## config.mk

```make
export PLATFORM = sky130hd
export DESIGN_NAME = sealed_region_table_top
export DESIGN_NICKNAME = d
export VERILOG_FILES = /design/src/rtl/srt_pkg.sv /design/src/rtl/srt_ctrl.sv /design/src/rtl/srt_datapath.sv /design/src/rtl/sealed_region_table_top.sv
export VERILOG_INCLUDE_DIRS = /design/src /design/src/rtl
export SDC_FILE = /design/constraint.sdc
export NUM_CORES = 2
export LEC_CHECK = 0
export ABC_AREA = 0
export BUFFER_PORTS_ARGS = -buffer_cell sky130_fd_sc_hd__buf_4
export CAP_MARGIN = 5
export CORE_ASPECT_RATIO = 0.75
export CORE_MARGIN = 4
export CORE_UTILIZATION = 37
export DETAILED_ROUTE_END_ITERATION = 6
export HOLD_SLACK_MARGIN = 0.02
export PLACE_DENSITY = 0.54
export SETUP_SLACK_MARGIN = 0.2
export SLEW_MARGIN = 5
export SYNTH_ARGS = -nofsm -noshare
export SYNTH_HDL_FRONTEND = slang
export SYNTH_SLANG_ARGS = --single-unit
export TNS_END_PERCENT = 1
```

## constraint.sdc

```tcl
create_clock -name clk -period 23.9 [get_ports clk]
set_clock_uncertainty 0.1 [all_clocks]
set_input_delay 7.17 -clock clk [delete_from_list [all_inputs] [get_ports clk]]
set_output_delay 7.17 -clock clk [all_outputs]
set_load 0.005 [all_outputs]
```

## src/rtl/sealed_region_table_top_defines.svh

```systemverilog
// ----------------------------------------------------------------------------
// Sealed region table - assertion macros
// Shared property wrappers for the checks at the end of the top level.
// ----------------------------------------------------------------------------
`ifndef SEALED_REGION_TABLE_TOP_DEFINES_SVH
`define SEALED_REGION_TABLE_TOP_DEFINES_SVH

// Same-cycle implication, disabled during reset.
`define SRT_ASSERT_IMP(lbl, clk_s, rst_s, ante, cons) \
  lbl: assert property (@(posedge clk_s) disable iff (rst_s) (ante) |-> (cons)) \
    else $error("sealed region table check failed");

// Next-cycle implication, disabled during reset.
`define SRT_ASSERT_NXT(lbl, clk_s, rst_s, ante, cons) \
  lbl: assert property (@(posedge clk_s) disable iff (rst_s) (ante) |=> (cons)) \
    else $error("sealed region table check failed");

`endif

```

## src/rtl/srt_pkg.sv

```systemverilog
// ----------------------------------------------------------------------------
// Sealed region table - package
// Sizes, operation and result codes, and controller/datapath interface types.
// ----------------------------------------------------------------------------
package srt_pkg;

  localparam int MAX_REGIONS = 16;
  localparam int PAGE_BITS   = 12;
  localparam int DESC_SHIFT  = 5;   // 32-byte descriptor stride
  localparam int ADDR_W      = 64;
  localparam int IDX_W       = $clog2(MAX_REGIONS);
  localparam int CNT_W       = $clog2(MAX_REGIONS + 1);
  localparam int OFF_W       = ADDR_W - PAGE_BITS;

  localparam logic [1:0] OP_ADD    = 2'd0;
  localparam logic [1:0] OP_DELETE = 2'd1;
  localparam logic [1:0] OP_UPDATE = 2'd2;
  localparam logic [1:0] OP_LOOKUP = 2'd3;

  localparam logic [1:0] ST_OK        = 2'd0;
  localparam logic [1:0] ST_NOT_FOUND = 2'd1;
  localparam logic [1:0] ST_FULL      = 2'd2;

  localparam logic [1:0] CLS_NONE    = 2'd0;
  localparam logic [1:0] CLS_NO_DESC = 2'd1;
  localparam logic [1:0] CLS_DESC    = 2'd2;

  localparam logic [1:0] KIND_INIT   = 2'd0;
  localparam logic [1:0] KIND_BSS    = 2'd2;

  typedef struct packed {
    logic load;        // latch request fields
    logic add;         // append entry if not full, and report
    logic scan_init;   // read entry 0
    logic scan_step;   // read next entry, advance eval pointer
    logic take_hit;    // capture lookup hit entry
    logic res_edit;    // apply delete/update at eval entry and report
    logic res_miss;    // report no match
    logic res_lookup;  // report lookup hit
  } cmd_t;

  typedef struct packed {
    logic [1:0] op;
    logic       hit;
    logic       last;
  } stat_t;

endpackage

```

## src/rtl/srt_ctrl.sv

```systemverilog
// ----------------------------------------------------------------------------
// Sealed region table - controller
// Sequences add, table scan and lookup result calculation.
// ----------------------------------------------------------------------------
module srt_ctrl (
  input  logic           clk,
  input  logic           rst,
  input  logic           start,
  input  logic [1:0]     opcode,
  input  srt_pkg::stat_t stat,
  output srt_pkg::cmd_t  cmd,
  output logic           busy
);

  localparam logic [2:0] S_IDLE  = 3'd0;
  localparam logic [2:0] S_ADD   = 3'd1;
  localparam logic [2:0] S_PRIME = 3'd2;
  localparam logic [2:0] S_SCAN  = 3'd3;
  localparam logic [2:0] S_CALC  = 3'd4;

  logic [2:0] state;
  logic [2:0] state_next;

  always_ff @(posedge clk) begin
    if (rst) begin
      state <= S_IDLE;
    end else begin
      state <= state_next;
    end
  end

  always_comb begin
    cmd        = '0;
    state_next = state;
    unique case (state)
      S_IDLE: begin
        if (start) begin
          cmd.load   = 1'b1;
          state_next = (opcode == srt_pkg::OP_ADD) ? S_ADD : S_PRIME;
        end
      end
      S_ADD: begin
        cmd.add    = 1'b1;
        state_next = S_IDLE;
      end
      S_PRIME: begin
        cmd.scan_init = 1'b1;
        state_next    = S_SCAN;
      end
      S_SCAN: begin
        if (stat.hit) begin
          if (stat.op == srt_pkg::OP_LOOKUP) begin
            cmd.take_hit = 1'b1;
            state_next   = S_CALC;
          end else begin
            cmd.res_edit = 1'b1;
            state_next   = S_IDLE;
          end
        end else if (stat.last) begin
          cmd.res_miss = 1'b1;
          state_next   = S_IDLE;
        end else begin
          cmd.scan_step = 1'b1;
        end
      end
      S_CALC: begin
        cmd.res_lookup = 1'b1;
        state_next     = S_IDLE;
      end
      default: begin
        state_next = S_IDLE;
      end
    endcase
  end

  assign busy = (state != S_IDLE);

endmodule

```

## src/rtl/srt_datapath.sv

```systemverilog
// ----------------------------------------------------------------------------
// Sealed region table - datapath
// Region memories, valid bits, fill count, entry compare and result registers.
// ----------------------------------------------------------------------------
module srt_datapath (
  input  logic                       clk,
  input  logic                       rst,
  input  srt_pkg::cmd_t              cmd,
  input  logic [1:0]                 opcode,
  input  logic [srt_pkg::ADDR_W-1:0] start_addr,
  input  logic [srt_pkg::ADDR_W-1:0] end_addr,
  input  logic [srt_pkg::ADDR_W-1:0] descriptor_base,
  input  logic [srt_pkg::ADDR_W-1:0] new_end_addr,
  input  logic [1:0]                 region_kind,
  output srt_pkg::stat_t             stat,
  output logic                       done,
  output logic [1:0]                 status,
  output logic [1:0]                 seal_class,
  output logic [srt_pkg::ADDR_W-1:0] descriptor_addr,
  output logic [1:0]                 found_kind
);

  // region memories
  logic [srt_pkg::ADDR_W-1:0] start_mem [srt_pkg::MAX_REGIONS];
  logic [srt_pkg::ADDR_W-1:0] end_mem   [srt_pkg::MAX_REGIONS];
  logic [srt_pkg::ADDR_W-1:0] desc_mem  [srt_pkg::MAX_REGIONS];
  logic [1:0]                 kind_mem  [srt_pkg::MAX_REGIONS];

  logic [srt_pkg::MAX_REGIONS-1:0] valid;
  logic [srt_pkg::CNT_W-1:0]       count;

  // latched request
  logic [1:0]                 req_op;
  logic [srt_pkg::ADDR_W-1:0] req_start;
  logic [srt_pkg::ADDR_W-1:0] req_end;
  logic [srt_pkg::ADDR_W-1:0] req_base;
  logic [srt_pkg::ADDR_W-1:0] req_new_end;
  logic [1:0]                 req_kind;

  // scan pointers and registered read data
  logic [srt_pkg::IDX_W-1:0]  rd_idx;
  logic [srt_pkg::IDX_W-1:0]  eval_idx;
  logic [srt_pkg::ADDR_W-1:0] ent_start;
  logic [srt_pkg::ADDR_W-1:0] ent_end;
  logic [srt_pkg::ADDR_W-1:0] ent_desc;
  logic [1:0]                 ent_kind;

  // captured lookup hit
  logic [srt_pkg::OFF_W-1:0]  hit_off;
  logic [srt_pkg::ADDR_W-1:0] hit_desc;
  logic [1:0]                 hit_kind;

  logic [srt_pkg::IDX_W-1:0]  rd_addr;
  logic [srt_pkg::IDX_W-1:0]  add_idx;
  logic                       full;
  logic                       rd_en;
  logic                       entry_valid;
  logic                       exact;
  logic                       covers;
  logic [srt_pkg::ADDR_W-1:0] page;
  logic [srt_pkg::ADDR_W-1:0] page_diff;
  logic [1:0]                 store_kind;
  logic                       no_desc;
  logic [srt_pkg::ADDR_W-1:0] desc_sum;

  assign rd_en      = cmd.scan_init | cmd.scan_step;
  assign rd_addr    = cmd.scan_init ? '0 : rd_idx;
  assign add_idx    = count[srt_pkg::IDX_W-1:0];
  assign full       = (count == srt_pkg::CNT_W'(srt_pkg::MAX_REGIONS));
  assign store_kind = (req_kind > srt_pkg::KIND_BSS) ? srt_pkg::KIND_BSS : req_kind;

  assign entry_valid = valid[eval_idx];
  assign exact  = entry_valid && (ent_start == req_start) && (ent_end == req_end);
  assign covers = entry_valid && (req_start >= ent_start) && (req_start <= ent_end);

  assign page      = {req_start[srt_pkg::ADDR_W-1:srt_pkg::PAGE_BITS],
                      {srt_pkg::PAGE_BITS{1'b0}}};
  assign page_diff = page - ent_start;

  assign no_desc  = (hit_desc == '1);
  assign desc_sum = hit_desc + {{(srt_pkg::PAGE_BITS - srt_pkg::DESC_SHIFT){1'b0}},
                                hit_off, {srt_pkg::DESC_SHIFT{1'b0}}};

  assign stat.op   = req_op;
  assign stat.hit  = (req_op == srt_pkg::OP_LOOKUP) ? covers : exact;
  assign stat.last = (eval_idx == srt_pkg::IDX_W'(srt_pkg::MAX_REGIONS - 1));

  always_ff @(posedge clk) begin
    if (cmd.load) begin
      req_op      <= opcode;
      req_start   <= start_addr;
      req_end     <= end_addr;
      req_base    <= descriptor_base;
      req_new_end <= new_end_addr;
      req_kind    <= region_kind;
    end
  end

  // memory write and registered read
  always_ff @(posedge clk) begin
    if (cmd.add && !full) begin
      start_mem[add_idx] <= req_start;
      end_mem[add_idx]   <= req_end;
      desc_mem[add_idx]  <= req_base;
      kind_mem[add_idx]  <= store_kind;
    end else if (cmd.res_edit && (req_op == srt_pkg::OP_UPDATE)) begin
      end_mem[eval_idx] <= req_new_end;
    end
    if (rd_en) begin
      ent_start <= start_mem[rd_addr];
      ent_end   <= end_mem[rd_addr];
      ent_desc  <= desc_mem[rd_addr];
      ent_kind  <= kind_mem[rd_addr];
    end
  end

  // scan pointers hold at the last entry
  always_ff @(posedge clk) begin
    if (rd_en) begin
      eval_idx <= rd_addr;
      rd_idx   <= (rd_addr == srt_pkg::IDX_W'(srt_pkg::MAX_REGIONS - 1)) ?
                  rd_addr : rd_addr + 1'b1;
    end
  end

  always_ff @(posedge clk) begin
    if (cmd.take_hit) begin
      hit_off  <= page_diff[srt_pkg::ADDR_W-1:srt_pkg::PAGE_BITS];
      hit_desc <= ent_desc;
      hit_kind <= ent_kind;
    end
  end

  always_ff @(posedge clk) begin
    if (rst) begin
      valid <= '0;
      count <= '0;
      done  <= 1'b0;
    end else begin
      done <= cmd.add | cmd.res_edit | cmd.res_miss | cmd.res_lookup;
      if (cmd.add && !full) begin
        valid[add_idx] <= 1'b1;
        count          <= count + 1'b1;
      end
      if (cmd.res_edit && (req_op == srt_pkg::OP_DELETE)) begin
        valid[eval_idx] <= 1'b0;
      end
    end
  end

  // result registers
  always_ff @(posedge clk) begin
    if (cmd.add) begin
      status          <= full ? srt_pkg::ST_FULL : srt_pkg::ST_OK;
      seal_class      <= srt_pkg::CLS_NONE;
      descriptor_addr <= '0;
      found_kind      <= srt_pkg::KIND_INIT;
    end else if (cmd.res_edit) begin
      status          <= srt_pkg::ST_OK;
      seal_class      <= srt_pkg::CLS_NONE;
      descriptor_addr <= '0;
      found_kind      <= srt_pkg::KIND_INIT;
    end else if (cmd.res_miss) begin
      status          <= (req_op == srt_pkg::OP_LOOKUP) ? srt_pkg::ST_OK
                                                        : srt_pkg::ST_NOT_FOUND;
      seal_class      <= srt_pkg::CLS_NONE;
      descriptor_addr <= '0;
      found_kind      <= srt_pkg::KIND_INIT;
    end else if (cmd.res_lookup) begin
      status          <= srt_pkg::ST_OK;
      seal_class      <= no_desc ? srt_pkg::CLS_NO_DESC : srt_pkg::CLS_DESC;
      descriptor_addr <= no_desc ? '0 : desc_sum;
      found_kind      <= hit_kind;
    end
  end

endmodule

```

## src/rtl/sealed_region_table_top.sv

```systemverilog
// Sequence: an add goes from accept through the add state to done; delete, update and
// lookup prime the read of entry 0 and scan the table, and a lookup hit adds a calc state.
// A new transaction is accepted in the cycle its predecessor's result is shown; the scan
// steps one entry per cycle through the table read port until a hit or the last entry.
// Synchronous active-high reset clears the valid bits and the fill count at once.
// Results are one-cycle strobes on done; the receiver cannot stall.
// ----------------------------------------------------------------------------
// Sealed region table - top level
// Table of protected address regions with add, delete, update end and lookup.
// ----------------------------------------------------------------------------
`include "sealed_region_table_top_defines.svh"

module sealed_region_table_top (
  input  logic                       clk,
  input  logic                       rst,
  input  logic                       start,
  output logic                       busy,
  input  logic [1:0]                 opcode,
  input  logic [srt_pkg::ADDR_W-1:0] start_addr,
  input  logic [srt_pkg::ADDR_W-1:0] end_addr,
  input  logic [srt_pkg::ADDR_W-1:0] descriptor_base,
  input  logic [srt_pkg::ADDR_W-1:0] new_end_addr,
  input  logic [1:0]                 region_kind,
  output logic                       done,
  output logic [1:0]                 status,
  output logic [1:0]                 seal_class,
  output logic [srt_pkg::ADDR_W-1:0] descriptor_addr,
  output logic [1:0]                 found_kind
);

  srt_pkg::cmd_t  cmd;
  srt_pkg::stat_t stat;

  srt_ctrl u_ctrl (
    .clk    (clk),
    .rst    (rst),
    .start  (start),
    .opcode (opcode),
    .stat   (stat),
    .cmd    (cmd),
    .busy   (busy)
  );

  srt_datapath u_dp (
    .clk             (clk),
    .rst             (rst),
    .cmd             (cmd),
    .opcode          (opcode),
    .start_addr      (start_addr),
    .end_addr        (end_addr),
    .descriptor_base (descriptor_base),
    .new_end_addr    (new_end_addr),
    .region_kind     (region_kind),
    .stat            (stat),
    .done            (done),
    .status          (status),
    .seal_class      (seal_class),
    .descriptor_addr (descriptor_addr),
    .found_kind      (found_kind)
  );

  // every result command returns the controller to idle
  `SRT_ASSERT_IMP(a_done_idle, clk, rst, done, !busy)
  `SRT_ASSERT_NXT(a_accept_busy, clk, rst, start && !busy, busy)
  `SRT_ASSERT_IMP(a_daddr_zero, clk, rst, done && (seal_class != srt_pkg::CLS_DESC),
                  descriptor_addr == '0)
  `SRT_ASSERT_IMP(a_err_no_seal, clk, rst, done && (status != srt_pkg::ST_OK),
                  (seal_class == srt_pkg::CLS_NONE) && (found_kind == srt_pkg::KIND_INIT))

endmodule
```

==> Yosys cells after proc, flatten, opt, wreduce, memory -nomap -nowiden <==
Memories as Yosys holds them, arrays and structs flattened. A register that Yosys moved wholly into a read port is not among the register bits.
Index checks and enable logic that the tools add are counted.
{ "word_totals": {"ff_bits": 481, "ram_bits": 3104, "output_inout_bits": 72, "n_memories": 4, "inputBits": 263, "wordCells": 121} }
{ "op_classes": {"add_sub_neg": 4, "eq_ne": 15, "reduce_logical": 17, "bitwise": 7, "order_cmp": 7, "n_mux": 48} }
{ "memory_table": {"columns": ["name", "depth", "word_bits", "read_ports", "rd_clocked_by_memory_dff", "write_ports", "line_no", "text"], "rows": [
  ["u_dp.desc_mem", 16, 64, 1, 1, 1, "srt_datapath.sv:26", "logic [srt_pkg::ADDR_W-1:0] desc_mem [srt_pkg::MAX_REGIONS];"],
  ["u_dp.end_mem", 16, 64, 1, 1, 1, "srt_datapath.sv:25", "logic [srt_pkg::ADDR_W-1:0] end_mem [srt_pkg::MAX_REGIONS];"],
  ["u_dp.start_mem", 16, 64, 1, 1, 1, "srt_datapath.sv:24", "logic [srt_pkg::ADDR_W-1:0] start_mem [srt_pkg::MAX_REGIONS];"],
  ["u_dp.kind_mem", 16, 2, 1, 1, 1, "srt_datapath.sv:27", "logic [1:0] kind_mem [srt_pkg::MAX_REGIONS];"]
]} }
{ "ops": {"columns": ["op", "n"], "rows": [
  ["$eq A64 B64 Y1", 2],
  ["$mux W64", 2],
  ["$add A64 B57 Y64", 1],
  ["$eq A64 B64 Y1 const B", 1],
  ["$ge A64 B64 Y1", 1],
  ["$le A64 B64 Y1", 1],
  ["$reduce_or A64 Y1", 1],
  ["$sub A64 B64 Y64", 1],
  ["$mux W16", 3],
  ["$mux W1", 22],
  ["$mux W2", 9],
  ["$and A16 B16 Y16", 1],
  ["$mux W4", 4],
  ["$not A16 Y16", 1],
  ["$or A16 B16 Y16", 1],
  ["$mux W3", 4],
  ["$lt A4 B5 Y1 const B", 2],
  ["$logic_and A1 B1 Y1", 9],
  ["$pmux W3 S3", 1],
  ["$demux W1 S4", 2],
  ["$eq A4 B4 Y1 const B", 2],
  ["$ge A4 B1 Y1 const B", 2],
  ["$eq A3 B2 Y1 const B", 2],
  ["$add A5 B1 Y5 const B", 1],
  ["18 further kinds", 22]
]} }

==> Depth between registers and ports, before layout <==
{ "depth": {"ltp_word": 13, "mapped_depth": 15, "depth_no_buf": 13} }

==> Hierarchy <==
A second synthesis with hierarchy kept.
{ "unflattened": {"cells_unflattened": 9664, "hier_area_um2": 151200.0} }
{ "modules_own_cells": {"columns": ["mod", "cells_each", "seq_area_each_um2", "instances", "area_per_inst_um2"], "rows": [
  ["srt_datapath", 9637, 112487.9, 1, 150998.6],
  ["srt_ctrl", 27, 60.1, 1, 201.4]
]} }

==> Worst setup path after synthesis <==
Ideal clock, no wire load.
{ "synth_path": {"path_kind": "in2reg", "startpoint": "input port start", "endpoint": "register u_dp.req_base[0] (netlist bit) (enable)", "cell_stages": 1, "t_required_ps": 23145, "path_slack_ps": 10003, "arrival_ps": 13141, "setup_time_ps": 655, "path_buffers": 0, "cell_sequence": "and3_1"} }
{ "synth_via": {"elab_chain_cells": 2} }
{ "synth_rtl": {"columns": ["item", "line_no", "text"], "rows": [
  ["from (decl)", "sealed_region_table_top.sv:16", "input logic start,"],
  ["$mux W1", "srt_ctrl.sv:37", "if (start) begin"],
  ["$mux W1", "srt_ctrl.sv:35", "unique case (state)"],
  ["to (signal assigned)", "srt_datapath.sv:93", "req_base <= descriptor_base;"],
  ["to (decl)", "srt_datapath.sv:36", "logic [srt_pkg::ADDR_W-1:0] req_base;"]
]} }
Every way passes these cells.
A chain may end at the register's enable or synchronous reset.

==> results.yml <==
sta:
  layout_min_cycle_time_ns: 9.47
  tightest_slew_ns: 1.26
  hold_slack_ns: 0.304
  layout_setup_ws_ns: 14.43
  fin_crit_sh_pct: 39.6
  setup_violations: 0
  fmax_mhz: 106
  fin_tns_setup_ns: 0
  final_max_slew_viol_count: 0
  slew_headroom_pct: 15.6
  finalHoldViolations: 0
  rsz0062_at_grt: "no"
power_and_ir_drop:
  p_leak_nw: 54.4
  power_switching_mw: 3.76
  clock_power_share_pct: 39.1
  comb_power_share_pct: 10.1
  p_total_mw: 14.9
  switching_share_pct: 25.3
  irDropWorstVdd_uv: 70.0
  seqPwrFrac_pct: 50.8
  p_int_mw: 11.1
  p_per_area_nw_per_um2: 89.2
global_route:
  grt_usage_pct: 21.8
  grt_pass1_vias: 87500
  grt_max_degree: 175
  grt_overflow_total: 0
  grt_pass1_wl_um: 646000
  grt_antenna_before_repair: 34
clocking:
  cts.clk_slew.worst_paths_ns: 0.06
  numCtsBuffers: 377
  cts_hold_buf: 0
  root_buffer: "clkbuf_16"
  clkSinkCount: 3779
  htree_levels: 5
  post_cts_buffers: 0
  cts_tree: "done"
  clk_latency_ns: 1.02
  cts_resized: 0
  clk_path_buf_depth: 4
yosys:
  synth_area_leaders: "edfxtp_1 (76%), nand2_1 (4.3%), a311oi_1 (3.5%), o22ai_1 (3.4%), a21oi_1 (1.8%)"
  yosysWarnings: 0
  synth_edf_count: 3686
  synth_top_cell_by_area: "edfxtp_1"
  synth-seq-cells: 3779
  syn-instance-count: 9698
  synthArstFlopShare_pct: 0
  synth_top_flop_cell: "edfxtp_1"
  synth_area_um2: 146000
  yosysSeqAreaShare_pct: 77.0
  yosysTopAreaCellShare_pct: 75.7
  synth.avg_cell_area_um2: 15.1
  synth_cell_types: 85
  syn-num-nets: 10100
floorplanning:
  die_area_um2: 405000
  die_x_um: 734
  rows: 199
  pin_count: 335
  die_y_um: 552
  core_um2: 393000
  initial_core_util_pct: 37.2
layout:
  reg.largest.list: "u_dp.desc_mem (1024), u_dp.end_mem (1024), u_dp.start_mem (1024)"
  layout-drive-gt1-share_pct: 11.3
  utilization_pct: 42.5
  nFillCells: 34800
  syn_to_final_growth_pct: 14.2
  stdcell_count: 15600
  fin_area_um2: 167000
  final_nets: 10400
critical_path:
  critPathSlowestCell: "buf_4"
  r2r-end: "u_dp.end_mem[8][39]"
  timing.rr.start: "u_dp.req_start[61]"
  cp-endpoint: "u_dp.req_start[41]"
  critical_path.max_stage_delay_ns: 0.85
  crit_buf_inv: 4
  cp.depth: 5
  path_cells: "buf_4 > and3_4 > buf_4 > buf_4 > buf_4"
  crit_top_cell: "buf_4"
  r2r_setup_slack_ns: 16.36
  startpoint_type: "input pin"
  cp-startpoint: "start"
  criticalPathCategory: "in -> reg"
  required_ns: 24.34
  crit_path_end_kind: "flip-flop"
  cp_max_fo: 75
  r2r_cells: 11
  timing.critical_path.arrival_ns: 9.92
  path_delay_family: "buffers and inverters"
detailed_routing:
  drc: 0
  initialDrtViolationCount: 11100
  drt_pass1_iterations: 6
  wirelength_um: 461000
  viasPerCell: 5.80
  ant_nets: 0
  vias: 90300
  routedWlPerCell_um: 29.6
run_status:
  status: "finished clean"
placement:
  preCtsSetupSlack_ns: 13.37
  place_inst: 14800
  place_hpwl_um: 256000
  io_buffers: 334
  gp_congestion: 0.870
  place_area_um2: 155000
hold_path:
  holdPathStages: 0
  hold_path.class: "reg -> reg"
  min-delay-start: "u_dp.ent_desc[10]"
run:
  drv_cap: 0
[layout make-up]
| class | count | area [µm²] | share of cell area (%) |
|---|---|---|---|
| Timing Repair Buffer | 550 | 4250 | 2.55 |
| Sequential cell | 3779 | 113000 | 67.4 |
| Antenna cell | 16 | 40.0 | 0.0240 |
| Multi-Input combinational cell | 5119 | 31000 | 18.6 |
| Clock inverter | 209 | 2000 | 1.20 |
| Tap cell | 5226 | 6540 | 3.91 |
| Clock buffer | 483 | 9990 | 5.98 |
| Inverter | 169 | 654 | 0.392 |
[worst min path at each step]
stage / endpoint / slack (ns)
finish: u_dp.hit_desc[10] / 0.30
global route: u_dp.hit_desc[10] / 0.31
CTS: u_dp.hit_desc[10] / 0.29
detailed placement: u_dp.hit_desc[28] / 0.30
global placement: u_dp.hit_desc[63] / 0.31
floorplan: u_dp.hit_desc[0] / 0.30
[cells in the final DEF, fill, tap and decap left out, types with 10 or more instances in the layout]
cell        synthesis  routed
mux2_1             46      46
diode_2             0      16
a311oi_1          583     583
ha_1              185     185
nand2_1          1677    1671
and2_4              0      13
dfxtp_1            93      93
mux2_2             17      17
nand3_1            34      34
clkinv_1            0      73
a31oi_1           213     213
nand4_1            63      63
nor4_1             25      25
edfxtp_1         3686    3686
nor3_1            212     212
a21oi_1           515     515
nand2b_1           20      20
o22ai_1           793     784
bufinv_16           0      27
o21ai_0            66      62
nor2_1             95      93
xor2_1             75      75
clkbuf_16           0     382
xnor2_1            81      81
clkbuf_1          603      96
clkinvlp_4          0      15
inv_1             168     167
and3_1             26      21
a21o_1             82      82
a22o_1             59      59
inv_6               0      10
buf_12              0      10
o21a_1             36      35
nor2b_1            17      17
o31a_1             17      17
clkinv_2            0      61
buf_4               0     540
a211oi_1           10      10
o21bai_1           22      22
[power groups by stage]
stage	registers (mW)	clock network (mW)	logic (mW)
after CTS	7.57	5.94	1.49
after global routing	7.57	6.22	1.61
after global placement	7.70	0	1.47
final	7.57	5.83	1.50
after floorplan	7.66	0	0.892
after detailed placement	7.71	0	1.49
[cells by family after synthesis]
kind of cell	synth area share, %
DFF	77.0
AOI/OAI and AO/OA	11.5
and+or+nand+nor	6.32
buffers and inverters	2.07
adders and majority gates	1.60
xor gates and xnor gates	0.934
muxes	0.576
[per-layer routing]
| metal | GRT usage [%] | vias to the layer above | part of all wire (%) |
|---|---|---|---|
| li1 | - | 39000 | - |
| met1 | 30.7 | 46500 | 42 |
| met2 | 34.5 | 4126 | 46 |
| met3 | 3.72 | 707 | 8.3 |
| met4 | 7.25 | 2 | 3.4 |
| met5 | 0 | - | 0.0030 |
[synthesized netlist by cell type (81+ instances only)]
cell and n:
clkbuf_1 603, nand2_1 1677, a21o_1 82, inv_1 168, a311oi_1 583, xnor2_1 81, o22ai_1 793, ha_1 185
dfxtp_1 93, edfxtp_1 3686, nor3_1 212, a31oi_1 213, a21oi_1 515, nor2_1 95
Power figures use the tool's default switching activity.
